<file path="config.mk">
export PLATFORM = sky130hd
export DESIGN_NAME = pan_tilt_scan_frame_controller_core
export DESIGN_NICKNAME = d
export VERILOG_FILES = /design/src/hw/rtl/pts_pkg.sv /design/src/hw/rtl/pts_regs.sv /design/src/hw/rtl/pts_front.sv /design/src/hw/rtl/pts_queue.sv /design/src/hw/rtl/pts_back.sv /design/src/hw/rtl/pan_tilt_scan_frame_controller_core.sv
export VERILOG_INCLUDE_DIRS = /design/src /design/src/hw/rtl
export SDC_FILE = /design/constraint.sdc
export NUM_CORES = 1
export LEC_CHECK = 0
export ABC_AREA = 1
export BUFFER_PORTS_ARGS = -buffer_cell sky130_fd_sc_hd__clkbuf_2
export CORE_UTILIZATION = 42
export CTS_CLUSTER_SIZE = 16
export DETAILED_ROUTE_END_ITERATION = 10
export GPL_ROUTABILITY_DRIVEN = 0
export PLACE_DENSITY_LB_ADDON = 0.05
export SYNTH_ARGS = -nofsm -noshare
export SYNTH_HDL_FRONTEND = slang
export SYNTH_HIERARCHICAL = 1
export SYNTH_SLANG_ARGS = --single-unit
</file>
<file path="constraint.sdc">
create_clock -name clk -period 7.05 [get_ports clk]
set_clock_uncertainty 0.15 [all_clocks]
set_input_delay 1.41 -clock clk [delete_from_list [all_inputs] [get_ports clk]]
set_output_delay 1.41 -clock clk [all_outputs]
set_load 0.01 [all_outputs]
</file>
<file path="src/hw/rtl/pan_tilt_scan_frame_controller_core_defines.svh">
// Assertion macros for the pan/tilt scan frame controller.
`ifndef PAN_TILT_SCAN_FRAME_CONTROLLER_CORE_DEFINES_SVH
`define PAN_TILT_SCAN_FRAME_CONTROLLER_CORE_DEFINES_SVH

// same-cycle implication, reset-qualified
`define PTS_ASSERT_NOW(lbl, ante, cons, msg) \
    lbl: assert property (@(posedge clk) disable iff (!rst_n) (ante) |-> (cons)) \
        else $error(msg);

// next-cycle implication, reset-qualified
`define PTS_ASSERT_NEXT(lbl, ante, cons, msg) \
    lbl: assert property (@(posedge clk) disable iff (!rst_n) (ante) |=> (cons)) \
        else $error(msg);

`endif

</file>
<file path="src/hw/rtl/pts_pkg.sv">
// Shared types and constants for the pan/tilt scan frame controller.
package pts_pkg;

    localparam int FRAME_BYTES     = 13;
    localparam int IDX_W           = $clog2(FRAME_BYTES);
    localparam int QUEUE_DEPTH_DEF = 2;

    localparam logic [7:0] SYNC_BYTE  = 8'hFF;
    localparam logic [7:0] FRAME_HEAD = 8'hF6;
    localparam logic [7:0] AXIS_PAN   = 8'h01;
    localparam logic [7:0] AXIS_TILT  = 8'h02;
    localparam logic [6:0] LOW7_MASK  = 7'h7F;

    localparam logic [7:0] RST_PAN_START  = 8'd153;
    localparam logic [7:0] RST_PAN_END    = 8'd110;
    localparam logic [7:0] RST_TILT_START = 8'd131;
    localparam logic [7:0] RST_TILT_END   = 8'd141;

    localparam logic [IDX_W-1:0] IDX_PAN_POS  = IDX_W'(2);
    localparam logic [IDX_W-1:0] IDX_TILT_POS = IDX_W'(5);
    localparam logic [IDX_W-1:0] IDX_FRAME_END = IDX_W'(FRAME_BYTES - 1);

    typedef enum logic [1:0] {
        OP_STEP   = 2'd0,
        OP_SAMPLE = 2'd1,
        OP_SEND   = 2'd2,
        OP_HOME   = 2'd3
    } op_t;

    typedef enum logic [1:0] {
        REG_PAN_START  = 2'd0,
        REG_PAN_END    = 2'd1,
        REG_TILT_START = 2'd2,
        REG_TILT_END   = 2'd3
    } reg_idx_t;

    typedef enum logic [1:0] {
        JOB_SERVO_PAN,
        JOB_SERVO_BOTH,
        JOB_FRAME
    } job_kind_t;

    typedef struct packed {
        logic [7:0] pan_start;
        logic [7:0] pan_end;
        logic [7:0] tilt_start;
        logic [7:0] tilt_end;
    } cfg_t;

    typedef struct packed {
        job_kind_t   kind;
        logic [7:0]  pan;
        logic [7:0]  tilt;
        logic [15:0] sum;
        logic [15:0] range;
    } job_t;

    typedef struct packed {
        logic push;
        job_t job;
    } q_push_t;

    typedef struct packed {
        logic valid;
        logic full;
        job_t job;
    } q_head_t;

endpackage

</file>
<file path="src/hw/rtl/pts_regs.sv">
// APB configuration registers for the scan limits.
module pts_regs (
    input  logic              clk,
    input  logic              rst_n,
    input  logic              psel,
    input  logic              penable,
    input  logic              pwrite,
    input  logic [3:0]        paddr,
    input  logic [31:0]       pwdata,
    output logic [31:0]       prdata,
    output logic              pready,
    output pts_pkg::cfg_t     cfg
);
    import pts_pkg::*;

    cfg_t     cfg_reg;
    reg_idx_t sel;
    logic     wr;

    assign pready = 1'b1;
    assign sel    = reg_idx_t'(paddr[3:2]);
    assign wr     = psel && penable && pwrite;
    assign cfg    = cfg_reg;

    always_ff @(posedge clk or negedge rst_n)
    begin
        if (!rst_n)
        begin
            cfg_reg.pan_start  <= RST_PAN_START;
            cfg_reg.pan_end    <= RST_PAN_END;
            cfg_reg.tilt_start <= RST_TILT_START;
            cfg_reg.tilt_end   <= RST_TILT_END;
        end
        else if (wr)
        begin
            case (sel)
                REG_PAN_START:  cfg_reg.pan_start  <= pwdata[7:0];
                REG_PAN_END:    cfg_reg.pan_end    <= pwdata[7:0];
                REG_TILT_START: cfg_reg.tilt_start <= pwdata[7:0];
                REG_TILT_END:   cfg_reg.tilt_end   <= pwdata[7:0];
                default:        cfg_reg.tilt_end   <= cfg_reg.tilt_end;
            endcase
        end
    end

    always_comb
    begin
        case (sel)
            REG_PAN_START:  prdata = {24'd0, cfg_reg.pan_start};
            REG_PAN_END:    prdata = {24'd0, cfg_reg.pan_end};
            REG_TILT_START: prdata = {24'd0, cfg_reg.tilt_start};
            REG_TILT_END:   prdata = {24'd0, cfg_reg.tilt_end};
            default:        prdata = 32'd0;
        endcase
    end

endmodule

</file>
<file path="src/hw/rtl/pts_front.sv">
// Front end: accepts items, updates scan state, queues output jobs.
module pts_front (
    input  logic              clk,
    input  logic              rst_n,
    input  pts_pkg::cfg_t     cfg,
    input  logic              in_valid,
    output logic              in_stall,
    input  logic [1:0]        op,
    input  logic [15:0]       adc_sample,
    input  logic [15:0]       range_count,
    input  logic              echo_finished,
    input  logic              q_full,
    output pts_pkg::q_push_t  q_push
);
    import pts_pkg::*;

    logic [7:0]  pan_reg, pan_next;
    logic [7:0]  tilt_reg, tilt_next;
    logic        up_reg, up_next;
    logic        stopping_reg, stopping_next;
    logic        stopped_reg, stopped_next;
    logic [15:0] sum_reg, sum_next;

    op_t  op_c;
    logic accept;
    logic turned;
    logic [7:0] pan_mv;
    logic [7:0] tilt_mv;
    job_t job;
    logic gen;

    assign op_c     = op_t'(op);
    assign in_stall = q_full;
    assign accept   = in_valid && !q_full;

    always_comb
    begin
        pan_next      = pan_reg;
        tilt_next     = tilt_reg;
        up_next       = up_reg;
        stopping_next = stopping_reg;
        stopped_next  = stopped_reg;
        sum_next      = sum_reg;
        turned        = 1'b0;
        pan_mv        = pan_reg;
        tilt_mv       = tilt_reg;
        gen           = 1'b0;
        job.kind      = JOB_SERVO_PAN;
        job.pan       = pan_reg;
        job.tilt      = tilt_reg;
        job.sum       = sum_reg;
        job.range     = echo_finished ? range_count : 16'd0;

        if (op_c == OP_HOME)
        begin
            pan_next      = cfg.pan_start;
            tilt_next     = cfg.tilt_start;
            up_next       = 1'b0;
            stopping_next = 1'b0;
            stopped_next  = 1'b0;
            gen           = 1'b1;
            job.kind      = JOB_SERVO_BOTH;
            job.pan       = cfg.pan_start;
            job.tilt      = cfg.tilt_start;
        end
        else if (!stopped_reg)
        begin
            case (op_c)
                OP_STEP:
                begin
                    if (!up_reg)
                    begin
                        if (pan_reg > cfg.pan_end)
                            pan_mv = pan_reg - 8'd1;
                        if (pan_mv <= cfg.pan_end)
                        begin
                            pan_mv  = cfg.pan_end;
                            up_next = 1'b1;
                            turned  = 1'b1;
                        end
                    end
                    else
                    begin
                        if (pan_reg < cfg.pan_start)
                            pan_mv = pan_reg + 8'd1;
                        if (pan_mv >= cfg.pan_start)
                        begin
                            pan_mv  = cfg.pan_start;
                            up_next = 1'b0;
                            turned  = 1'b1;
                        end
                    end
                    if (stopping_reg)
                        stopped_next = 1'b1;
                    if (turned)
                    begin
                        if (tilt_reg < cfg.tilt_end)
                            tilt_mv = tilt_reg + 8'd1;
                        if (tilt_mv >= cfg.tilt_end)
                        begin
                            tilt_mv       = cfg.tilt_end;
                            stopping_next = 1'b1;
                        end
                    end
                    pan_next  = pan_mv;
                    tilt_next = tilt_mv;
                    gen       = 1'b1;
                    job.kind  = turned ? JOB_SERVO_BOTH : JOB_SERVO_PAN;
                    job.pan   = pan_mv;
                    job.tilt  = tilt_mv;
                end
                OP_SAMPLE:
                    sum_next = sum_reg + {4'd0, adc_sample[15:4]};
                OP_SEND:
                begin
                    sum_next = 16'd0;
                    gen      = 1'b1;
                    job.kind = JOB_FRAME;
                end
                default:
                    gen = 1'b0;
            endcase
        end
    end

    assign q_push.push = accept && gen;
    assign q_push.job  = job;

    always_ff @(posedge clk or negedge rst_n)
    begin
        if (!rst_n)
        begin
            pan_reg      <= RST_PAN_START;
            tilt_reg     <= RST_TILT_START;
            up_reg       <= 1'b0;
            stopping_reg <= 1'b0;
            stopped_reg  <= 1'b0;
            sum_reg      <= 16'd0;
        end
        else if (accept)
        begin
            pan_reg      <= pan_next;
            tilt_reg     <= tilt_next;
            up_reg       <= up_next;
            stopping_reg <= stopping_next;
            stopped_reg  <= stopped_next;
            sum_reg      <= sum_next;
        end
    end

endmodule

</file>
<file path="src/hw/rtl/pts_queue.sv">
// Job queue between front and back ends.
module pts_queue #(
    parameter int DEPTH = pts_pkg::QUEUE_DEPTH_DEF
) (
    input  logic              clk,
    input  logic              rst_n,
    input  pts_pkg::q_push_t  q_push,
    input  logic              pop,
    output pts_pkg::q_head_t  q_head
);
    import pts_pkg::*;

    localparam int PTR_W = (DEPTH > 1) ? $clog2(DEPTH) : 1;
    localparam int CNT_W = $clog2(DEPTH + 1);

    job_t             mem [DEPTH];
    logic [PTR_W-1:0] wr_ptr_reg, rd_ptr_reg;
    logic [CNT_W-1:0] count_reg;
    logic             do_push, do_pop;

    assign q_head.valid = (count_reg != '0);
    assign q_head.full  = (count_reg == CNT_W'(DEPTH));
    assign q_head.job   = mem[rd_ptr_reg];

    assign do_push = q_push.push && !q_head.full;
    assign do_pop  = pop && q_head.valid;

    always_ff @(posedge clk)
    begin
        if (do_push)
            mem[wr_ptr_reg] <= q_push.job;
    end

    always_ff @(posedge clk or negedge rst_n)
    begin
        if (!rst_n)
        begin
            wr_ptr_reg <= '0;
            rd_ptr_reg <= '0;
            count_reg  <= '0;
        end
        else
        begin
            if (do_push)
                wr_ptr_reg <= (wr_ptr_reg == PTR_W'(DEPTH - 1)) ? '0 : wr_ptr_reg + 1'b1;
            if (do_pop)
                rd_ptr_reg <= (rd_ptr_reg == PTR_W'(DEPTH - 1)) ? '0 : rd_ptr_reg + 1'b1;
            if (do_push && !do_pop)
                count_reg <= count_reg + 1'b1;
            else if (do_pop && !do_push)
                count_reg <= count_reg - 1'b1;
        end
    end

endmodule

</file>
<file path="src/hw/rtl/pts_back.sv">
// Back end: serializes queued jobs into servo packets and host frames.
module pts_back (
    input  logic              clk,
    input  logic              rst_n,
    input  pts_pkg::q_head_t  q_head,
    output logic              pop,
    output logic              out_valid,
    input  logic              out_stall,
    output logic              link,
    output logic [7:0]        data_byte,
    output logic              packet_end,
    output logic              last
);
    import pts_pkg::*;

    logic [IDX_W-1:0] idx_reg, idx_next;
    logic             valid_reg, valid_next;
    logic             link_reg, pend_reg, last_reg;
    logic [7:0]       byte_reg;

    logic             load;
    logic [IDX_W-1:0] end_idx;
    logic [7:0]       byte_c;
    logic             link_c, pend_c, last_c;
    job_t             j;

    assign j    = q_head.job;
    assign load = !valid_reg || !out_stall;

    always_comb
    begin
        case (j.kind)
            JOB_SERVO_PAN:  end_idx = IDX_PAN_POS;
            JOB_SERVO_BOTH: end_idx = IDX_TILT_POS;
            JOB_FRAME:      end_idx = IDX_FRAME_END;
            default:        end_idx = IDX_PAN_POS;
        endcase
    end

    always_comb
    begin
        link_c = (j.kind == JOB_FRAME);
        last_c = (idx_reg == end_idx);
        if (j.kind == JOB_FRAME)
        begin
            pend_c = (idx_reg == IDX_FRAME_END);
            case (idx_reg)
                4'd0:    byte_c = FRAME_HEAD;
                4'd1:    byte_c = {7'd0, j.sum[15]};
                4'd2:    byte_c = {1'b0, j.sum[14:8] & LOW7_MASK};
                4'd3:    byte_c = {7'd0, j.sum[7]};
                4'd4:    byte_c = {1'b0, j.sum[6:0] & LOW7_MASK};
                4'd5:    byte_c = {7'd0, j.range[15]};
                4'd6:    byte_c = {1'b0, j.range[14:8] & LOW7_MASK};
                4'd7:    byte_c = {7'd0, j.range[7]};
                4'd8:    byte_c = {1'b0, j.range[6:0] & LOW7_MASK};
                4'd9:    byte_c = {7'd0, j.pan[7]};
                4'd10:   byte_c = {1'b0, j.pan[6:0] & LOW7_MASK};
                4'd11:   byte_c = {7'd0, j.tilt[7]};
                4'd12:   byte_c = {1'b0, j.tilt[6:0] & LOW7_MASK};
                default: byte_c = 8'd0;
            endcase
        end
        else
        begin
            pend_c = (idx_reg == IDX_PAN_POS) || (idx_reg == IDX_TILT_POS);
            case (idx_reg)
                4'd0:    byte_c = SYNC_BYTE;
                4'd1:    byte_c = AXIS_PAN;
                4'd2:    byte_c = j.pan;
                4'd3:    byte_c = SYNC_BYTE;
                4'd4:    byte_c = AXIS_TILT;
                4'd5:    byte_c = j.tilt;
                default: byte_c = 8'd0;
            endcase
        end
    end

    always_comb
    begin
        idx_next   = idx_reg;
        valid_next = valid_reg;
        pop        = 1'b0;
        if (load)
        begin
            valid_next = q_head.valid;
            if (q_head.valid)
            begin
                if (last_c)
                begin
                    idx_next = '0;
                    pop      = 1'b1;
                end
                else
                    idx_next = idx_reg + 1'b1;
            end
        end
    end

    always_ff @(posedge clk or negedge rst_n)
    begin
        if (!rst_n)
        begin
            idx_reg   <= '0;
            valid_reg <= 1'b0;
        end
        else
        begin
            idx_reg   <= idx_next;
            valid_reg <= valid_next;
        end
    end

    always_ff @(posedge clk)
    begin
        if (load && q_head.valid)
        begin
            link_reg <= link_c;
            byte_reg <= byte_c;
            pend_reg <= pend_c;
            last_reg <= last_c;
        end
    end

    assign out_valid  = valid_reg;
    assign link       = link_reg;
    assign data_byte  = byte_reg;
    assign packet_end = pend_reg;
    assign last       = last_reg;

endmodule

</file>
<file path="src/hw/rtl/pan_tilt_scan_frame_controller_core.sv">
// Top level of the pan/tilt raster scan sequencer with servo and host byte output.
//
//  channel | handshake           | payload
//  --------+---------------------+----------------------------------------------
//  in      | in_valid / in_stall | op, adc_sample, range_count, echo_finished
//  out     | out_valid/out_stall | link, data_byte, packet_end, last
//  cfg     | APB psel/penable    | paddr[3:2] selects one of four 8-bit limits
//
// The front end takes one item per cycle while the job queue has room; sample
// items, and items other than home to a stopped scan, leave no job. The back end
// emits one byte per cycle while out_stall is low: 3 for a plain step, 6 for a
// turning step or home, 13 for a frame, so sustained rate is set by the serializer.
// out_stall holds the output register and backs up into the queue, then in_stall.
// Reset restores limits and scan state at once; no clearing pass.
module pan_tilt_scan_frame_controller_core #(
    parameter int QUEUE_DEPTH = pts_pkg::QUEUE_DEPTH_DEF
) (
    input  logic        clk,
    input  logic        rst_n,
    input  logic        in_valid,
    output logic        in_stall,
    input  logic [1:0]  op,
    input  logic [15:0] adc_sample,
    input  logic [15:0] range_count,
    input  logic        echo_finished,
    output logic        out_valid,
    input  logic        out_stall,
    output logic        link,
    output logic [7:0]  data_byte,
    output logic        packet_end,
    output logic        last,
    input  logic        psel,
    input  logic        penable,
    input  logic        pwrite,
    input  logic [3:0]  paddr,
    input  logic [31:0] pwdata,
    output logic [31:0] prdata,
    output logic        pready
);
    import pts_pkg::*;

    cfg_t    cfg;
    q_push_t q_push;
    q_head_t q_head;
    logic    pop;

    pts_regs u_regs (
        .clk     (clk),
        .rst_n   (rst_n),
        .psel    (psel),
        .penable (penable),
        .pwrite  (pwrite),
        .paddr   (paddr),
        .pwdata  (pwdata),
        .prdata  (prdata),
        .pready  (pready),
        .cfg     (cfg)
    );

    pts_front u_front (
        .clk           (clk),
        .rst_n         (rst_n),
        .cfg           (cfg),
        .in_valid      (in_valid),
        .in_stall      (in_stall),
        .op            (op),
        .adc_sample    (adc_sample),
        .range_count   (range_count),
        .echo_finished (echo_finished),
        .q_full        (q_head.full),
        .q_push        (q_push)
    );

    pts_queue #(
        .DEPTH (QUEUE_DEPTH)
    ) u_queue (
        .clk    (clk),
        .rst_n  (rst_n),
        .q_push (q_push),
        .pop    (pop),
        .q_head (q_head)
    );

    pts_back u_back (
        .clk        (clk),
        .rst_n      (rst_n),
        .q_head     (q_head),
        .pop        (pop),
        .out_valid  (out_valid),
        .out_stall  (out_stall),
        .link       (link),
        .data_byte  (data_byte),
        .packet_end (packet_end),
        .last       (last)
    );

`include "pan_tilt_scan_frame_controller_core_defines.svh"

    `PTS_ASSERT_NOW(a_last_ends_packet, out_valid && last, packet_end, "last without packet_end")
    `PTS_ASSERT_NOW(a_frame_end_is_last, out_valid && link && packet_end, last, "frame end not last")
    `PTS_ASSERT_NEXT(a_home_queues_job, in_valid && !in_stall && (op == OP_HOME), q_head.valid || out_valid, "home item left no output work")

endmodule
</file>
## Yosys cells after proc, flatten, opt, wreduce, memory -nomap -nowiden

Memory sizes are Yosys's and may differ from the RTL's.
Index checks and enable logic that the tools add are counted.

- Memory bits (writable): 100
- Bits in registers: 87
- Output and inout bits: 46
- Word-level logic and storage cells: 167
- Memories kept: 1
- Bits of input ports: 78

Memory list:

| name | words | width | rd ports | clocked after Yosys merged registers in | wr ports | line | RTL |
|---|---|---|---|---|---|---|---|
| u_queue.mem | 2 | 50 | 1 | 0 | 1 | pts_queue.sv:16 | `job_t mem [DEPTH];` |

- Bitwise logic cells: 2
- Magnitude comparators: 6
- Muxes and demuxes: 72
- Add/subtract/negate cells: 9
- Reduce and logical (&&, ||, !) cells: 35
- Eq/ne operators: 23

Operator list:

| cell | number |
|---|---|
| two-way mux 8 bit | 27 |
| one-hot mux 32 bit (4 select lines) | 1 |
| one-hot mux 8 bit (13 select lines) | 1 |
| one-hot mux 8 bit (5 select lines) | 1 |
| two-way mux 18 bit | 2 |
| two-way mux 1 bit | 32 |
| two-way mux 16 bit | 2 |
| one-hot mux 16 bit (2 select lines) | 1 |
| equality test 4 bit, second input constant | 5 |
| adder 16 x 12 -> 16 bit | 1 |
| adder 8 x 1 -> 8 bit, second input constant | 2 |
| equality test 4 x 3 -> 1 bit, second input constant | 4 |
| >= comparator 8 bit | 2 |
| less-than comparator 8 bit | 2 |
| equality test 2 bit, second input constant | 6 |
| nonzero test 2 bit | 6 |
| AND reduction 2 bit | 5 |
| logical AND 1 bit | 9 |
| equality test 4 x 2 -> 1 bit, second input constant | 2 |
| > comparator 8 bit | 1 |
| <= comparator 8 bit | 1 |
| one-hot mux 4 bit (2 select lines) | 1 |
| subtractor 8 x 1 -> 8 bit, second input constant | 1 |
| equality test 2 x 1 -> 1 bit, second input constant | 3 |
| other kinds (19) | 29 |

## Depth between registers and ports, before layout

Gate-level depths: netlist (run 1).

- Depth in word-level cells: 22
- Gate-level depth with buffers: 29
- Gate-level depth less buffers: 29

## Hierarchy

Netlist (run 1), hierarchy kept.

Modules (own cells, without submodules):

| module | area an instance (um2) | times used | sequential area each (um2) | cells an instance |
|---|---|---|---|---|
| pts_front | 5,081.1 | 1 | 884.6 | 843 |
| pts_queue | 3,947.5 | 1 | 3,103.0 | 293 |
| pts_regs | 1,788.0 | 1 | 820.8 | 221 |
| pts_back | 1,470.2 | 1 | 455.4 | 230 |

## Worst setup path after synthesis (run 1)

No wires, ideal clock.

- Path type: in2reg
- From: input in_valid
- To: memory u_queue/mem[1][0] (netlist bit) (enable)
- Data arrival time: 4.110 ns
- Buffers on the path: 0
- Library setup time: 0.458 ns
- Setup slack: 2.332 ns
- Data required time: 6.442 ns
- Stages: 6
- Path through: inv_1 -> nor2_1 -> o21ai_0 -> a21oi_1 -> o21ai_0 -> nor2_1

RTL lines:

| item | line | RTL |
|---|---|---|
| start: declaration | pan_tilt_scan_frame_controller_core.sv:20 | `input logic in_valid,` |
| end: declaration | pts_queue.sv:16 |  |

## Final worst setup path (run 1)

- From: input paddr[3]
- To: output prdata[0]

- Cells in the longest elaborated chain, start to end: 2
- Elaborated cells on any way between the ends: 5
- Those cells by class: eq/ne: 3; mux: 1; reduce/logical: 1

RTL lines:

| item | line | RTL |
|---|---|---|
| start: declaration | pan_tilt_scan_frame_controller_core.sv:35 | `input logic [3:0] paddr,` |
| equality test 2 bit (tied with other cells) | pts_regs.sv:48 | `case (sel)` |
| one-hot mux 32 bit (4 select lines) (*) | pts_regs.sv:48 |  |
| end: declaration | pan_tilt_scan_frame_controller_core.sv:37 | `output logic [31:0] prdata,` |

Every way passes the cells marked *; elsewhere a longest branch is shown, timed or not. The select of a mux whose other input is x is not followed.

==> results of run 1 <==
cell families (layout without fill, tap and decap cells):
| family | after synthesis | in the layout | share of synthesized area (%) |
|---|---|---|---|
| simple gates | 959 | 959 | 34.1 |
| flops | 187 | 187 | 42.8 |
| fa+ha+maj | 72 | 72 | 7.39 |
| compound gates | 133 | 133 | 5.90 |
| other cells | 2 | 25 | 0.0611 |
| buf+inv | 221 | 261 | 8.78 |
| xor+xnor | 13 | 13 | 0.927 |
worst paths after layout:
path,from,endpoint,cells after the start
worst max-delay path,paddr[3],prdata[0],5
worst min-delay path,u_queue/count_reg[1]$_DFFE_PN0P_,u_queue/count_reg[1]$_DFFE_PN0P_,2
worst max register to register,u_regs/cfg[22]$_DFFE_PN1P_,u_queue/mem[0][36]$_DFFE_PP_,24
worst min register to register,u_queue/count_reg[1]$_DFFE_PN0P_,u_queue/count_reg[1]$_DFFE_PN0P_,2
max in group asynchronous,rst_n,u_regs/cfg[14]$_DFFE_PN0P_,2
min in group asynchronous,rst_n,u_back/out_valid$_DFFE_PN0N_,1
synthesized netlist by cell type, types with 11 or more instances:
master | n | area (sq um)
nand2_2 | 28 | 175
ha_1 | 71 | 888
a21oi_1 | 74 | 370
edfxtp_1 | 111 | 3330
nand2_1 | 664 | 2490
o21ai_0 | 24 | 120
nand3_1 | 109 | 546
buf_6 | 11 | 124
nor2_1 | 77 | 289
inv_2 | 18 | 67.6
dfrtp_1 | 53 | 1330
buf_4 | 36 | 270
inv_1 | 134 | 503
nor2_4 | 13 | 146
o21ai_1 | 13 | 65.1
dfstp_2 | 23 | 604
nand4_1 | 26 | 163
layer usage:
metal / share of wire (%) / wire [um] / up-vias
met2: 50 / 15600 / 190
met5: 0 / 0 / -
li1: - / - / 5177
met4: 1.3 / 409 / 0
met3: 2.4 / 749 / 28
met1: 47 / 14600 / 4675
cells in the final DEF, fill, tap and decap left out, types with 7 or more instances in the layout:
cell type / instances
dfrtp_1: 52
ha_1: 71
a21oi_1: 74
buf_4: 7
conb_1: 25
clkbuf_2: 67
edfxtp_1: 111
xnor2_1: 7
nand2_2: 28
nand2_1: 664
inv_6: 7
o21ai_1: 12
nand3_1: 109
nand4_1: 26
dfstp_2: 23
inv_2: 19
clkbuf_16: 18
inv_1: 133
o21ai_0: 24
nor2_4: 14
nor2_1: 76
nand2_4: 10
cell type report:
class / instances / share of cell area (%)
clock inverter: 13 / 1.09
inverter: 155 / 4.43
multi-input combinational: 1202 / 45.2
tap: 384 / 3.59
clock buffer: 19 / 3.40
sequential: 187 / 39.4
timing repair buffer: 74 / 2.90
metrics by stage:
stage	setup WS (ns)	area (sq um)	total power, mW	utilization [%]
after global placement	3.10	12800	5.22	44.4
after detailed placement	3.09	12800	5.26	44.4
after CTS	3.11	13400	6.25	46.4
after floorplan	2.33	12400	4.43	-
after global routing	2.68	13400	6.81	46.4
final	3.09	13400	6.20	46.4
power by group through the flow:
stage / combinational (mW) / clock (mW) / sequential (mW)
after floorplan: 2.63 / 0 / 1.80
after global placement: 3.30 / 0 / 1.92
after detailed placement: 3.34 / 0 / 1.92
after CTS: 3.36 / 0.991 / 1.90
after global routing: 3.84 / 1.03 / 1.94
final: 3.34 / 0.963 / 1.90
worst max-delay path, stage by stage:
cell	delay (ns)
clkbuf_2	0.36
inv_2	0.20
nand3_1	0.13
nand4_1	0.14
clkbuf_2	0.15
==> results.toml, run 1 <==
[outcome]
outcome = "finished clean"

[clock_network]
cts-buffers-inserted = 17
cts_root_buf = "clkbuf_16"
clock_latency_ns = 0.43
clock_path_buffers = 2
cts-hold-fix-buffers = 0
post_cts_buffers = 0
postCtsResizedCells = 0
htreeDepth = 4
clkSlewWorstSetupHoldPaths_ns = 0.07
numClockSinks = 187
cts_tree = "done"

[synth]
synthArstFlopShare_pct = 40.6
ys_ff_latch = 187
syn-instance-count = 1587
yosysSeqAreaShare_pct = 42.8
avgSynthCellArea_sq_um = 7.74
synth-warning-count = 6
syn_area_sq_um = 12300
synthFlopType = "edfxtp_1"
synth-edff-count = 111
synthDistinctLibCells = 48

[placed_design]
portBuffers = 68
dp.cells = 2002
dp_hpwl_um = 23300

[worst_setup_path]
ff2ff_setup_slack_ns = 3.17
worst-setup-path-type = "in2out"
endpoint_kind = "output pin"
cp_data_required_time_ns = 5.49
critPathArrivalTime_ns = 2.40
startpoint_type = "input port"
cp_max_fo = 20

[cells_and_area]
fin_nets = 1787
multi_input_comb_area_sq_um = 6040
syn_to_final_growth_pct = 8.79
layout.cells.non_filler = 2034
nFillCells = 2938
largest_reg_flops = 100
drive_gt1_share_pct = 13.8
antenna_cells = 0
seq_area_sq_um = 5270

[route]
ant_nets = 0
wl_um = 31400
wl_per_cell_um = 15.5
firstDrtPassIters = 7
vias = 10100
drtIter0Drc = 666
routed_via_density = 4.95
post-route-drc-count = 0

[flow_run]
cap_violations = 0

[global_routing]
grt_use_total_pct = 21.7
antenna_found_initial = 0
grt_pass1_vias = 9550
grt_pass1_wl_um = 51200
grt-ovfl-total = 0
grt_start_max_net_pins = 67
use_met3_pct = 2.57
busiest_layer = "met2"
grt_use_met1_pct = 28.5
grtUsageMet2_pct = 38.4

[power]
seq_power_share_pct = 30.6
net-switching-power_mw = 3.03
clockPowerShare_pct = 15.5
power.density_nw_per_um2 = 464
pwr-share-comb_pct = 53.9
peakVddDrop_uv = 400
p_leak_nw = 6.70
intPower_mw = 3.17
p_sw_share_pct = 48.8

[floorplanning]
rows = 62
core_sq_um = 28800
die_y_um = 173
ios = 124
die_w_um = 173
fp.dieArea_sq_um = 29900
start_util_pct = 42.7

[sta]
rsz0062_at_grt = "false"
final_hold_viol_count = 0
slew-limit-headroom_pct = 34.3
slew_viol_final = 0
tns_ns = 0
finalCritPeriodShare_pct = 56.2
finalCriticalPeriod_ns = 3.96
maxClockFrequency_mhz = 253
tightestPinTransition_ns = 0.982
holdWs_ns = 0.327
setup_viol = 0

[hold_path]
hold_class = "reg2reg"
Power figures use the tool's default switching activity.
==> run 2, diff against run 1 <==
- clock period: 7.05 -> 3.3 ns (I/O delays scaled with it)
==> results.toml, run 2 (synthesized netlist as in run 1, its figures left out) <==
[worst_setup_path]
crit_end = "u_queue/mem[1][33]$_DFFE_PP_"
timing.rr.start = "u_front/pan_reg[7]$_DFFE_PN1P_"
cp_data_required_time_ns = 3.44
r2r_cells = 22
cp_max_fo = 8
endpoint_kind = "flip-flop"
ff2ff_setup_slack_ns = -0.1
r2r_end = "u_queue/mem[1][33]$_DFFE_PP_"
crit_path_start = "u_front/pan_reg[7]$_DFFE_PN1P_"
startpoint_type = "flip-flop"
critPathArrivalTime_ns = 3.53
worst-setup-path-type = "reg2reg"

[route]
drtIter0Drc = 616
firstDrtPassIters = 5
wl_um = 34300
vias = 10800
wl_per_cell_um = 15.7
routed_via_density = 4.95
ant_nets = 0
post-route-drc-count = 0

[floorplanning]
core_sq_um = 28800
start_util_pct = 42.7
die_y_um = 173
rows = 62
fp.dieArea_sq_um = 29900
die_w_um = 173
ios = 124

[cells_and_area]
antenna_cells = 0
fin_nets = 1936
layout_commonest_cell = "nand2_1"
drive_gt1_share_pct = 32.0
syn_to_final_growth_pct = 27.4
post-route-util_pct = 54.4
final_cell_mix = "579 x nand2_1, 138 x buf_4, 111 x inv_1, 111 x edfxtp_1, 94 x nand2_2"
largest_reg_flops = 100

[sta]
finalCriticalPeriod_ns = 3.40
maxClockFrequency_mhz = 294
setup_slack_ns = -0.0966
tightestPinTransition_ns = 0.622
final_hold_viol_count = 0
setup_viol = 22
slew_viol_final = 0
slew-limit-headroom_pct = 58.5
finalCritPeriodShare_pct = 103
rsz0062_at_grt = "true"

[outcome]
outcome = "complete, but fails checks"
violations = "negative setup slack"

[global_routing]
grt_pass1_wl_um = 54600
grt_use_total_pct = 23.2
grt-ovfl-total = 0
grt_start_max_net_pins = 47
grt_pass1_vias = 10600
antenna_found_initial = 0

[placed_design]
portBuffers = 68
dp_hpwl_um = 25000

[power]
finalPower_mw = 17.3
peakVddDrop_uv = 619
p_leak_nw = 7.59
power.density_nw_per_um2 = 1100

[clock_network]
htreeDepth = 4
clock_latency_ns = 0.43
cts-buffers-inserted = 17
numClockSinks = 187
cts_root_buf = "clkbuf_16"
clock_path_buffers = 2
cts_tree = "done"
clkSlewWorstSetupHoldPaths_ns = 0.08

[hold_path]
hold_class = "in2async"

[flow_run]
cap_violations = 0
## run 2: changes by cell type in the layout (fill, tap and decap cells not counted), moves of 14 or more
cell and delta:
inv_2 +19, ha_1 -29, nand3_2 +25, buf_4 +131, buf_6 +14, nor2_1 -15
nand2_2 +66, inv_1 -22, nand3_1 -26, a21oi_1 -16, nand2_1 -85, ha_4 +28
nand2_4 +17
## run 2: timing repair
| action | in CTS | in global routing |
|---|---|---|
| resized for setup | 149 | 116 |
| gates cloned | 1 | 0 |
| endpoints found under the setup margin | 46 | 52 |
| hold buffers | 0 | 0 |
| setup buffers | 15 | 13 |
| pin swaps | 74 | 64 |
| hold endpoints to repair | 0 | 0 |
## run 2: worst max-delay path, stage by stage (launching register included)
cell and delay [ns]:
dfstp_2 0.64, ha_4 0.24, a21oi_2 0.15, o21a_1 0.19, buf_6 0.15, nand2_8 0.11
nand2_4 0.08, nand2_4 0.06, ha_4 0.27, inv_2 0.03, o21bai_1 0.16, nand2_2 0.07
nand2_2 0.06, nand2_2 0.07, nand3_4 0.10, inv_4 0.05, nand2_4 0.08, nand3_4 0.17
inv_6 0.13, nand2_2 0.05, nand2_1 0.06, nand2_1 0.06, nand2_2 0.12
## run 2: layout make-up
class | count | area [sq um]
inverters | 155 | 612
flip-flops and latches | 187 | 5270
clock inverters | 14 | 173
well taps | 384 | 480
fillers | 2772 | 13100
repair buffers | 222 | 1590
clock buffers | 18 | 429
multi-input cells | 1203 | 7110
## run 2: worst min-delay path by stage
| stage | from | depth (start not counted) | to |
|---|---|---|---|
| 6_report | rst_n | 1 | u_back/idx_reg[0]$_DFFE_PN0P_ |
| 5_1_grt | rst_n | 1 | u_back/idx_reg[0]$_DFFE_PN0P_ |
| 4_1_cts | rst_n | 1 | u_back/idx_reg[2]$_DFFE_PN0P_ |
| 3_5_place_dp | u_queue/count_reg[1]$_DFFE_PN0P_ | 2 | u_queue/count_reg[1]$_DFFE_PN0P_ |
| 3_3_place_gp | u_queue/count_reg[1]$_DFFE_PN0P_ | 2 | u_queue/count_reg[1]$_DFFE_PN0P_ |
| 2_1_floorplan | rst_n | 0 | u_back/idx_reg[0]$_DFFE_PN0P_ |
## run 2: metrics by stage
step / TNS, ns / hold slack [ns] / setup WS, ns / instance area (sq um) / cells
final: -1.67 / 0.0501 / -0.0966 / 15700 / 2183
after global placement: -6.07 / 0.311 / -0.217 / 13700 / 2122
after CTS: -0.139 / 0.0531 / -0.0178 / 15100 / 2170
after floorplan: 0 / 0.214 / 0.113 / 12400 / 1610
after detailed placement: -6.43 / 0.318 / -0.232 / 13700 / 2122
after global routing: -7.43 / 0.0713 / -0.237 / 15700 / 2183
## run 2: per-layer routing
| metal | routed length [um] | vias up | track usage [%] |
|---|---|---|---|
| met5 | 0 | - | 0 |
| met3 | 1110 | 38 | 2.75 |
| met2 | 17600 | 211 | 41.5 |
| li1 | - | 5483 | - |
| met1 | 15000 | 5065 | 29.2 |
| met4 | 589 | 0 | 6.60 |
## run 2: report_power, final
| group | total, mW | switching, mW | internal, mW |
|---|---|---|---|
| Sequential | 3.95 | 0.547 | 3.40 |
| Clock | 2.07 | 1.04 | 1.03 |
| Combinational | 11.2 | 6.47 | 4.77 |
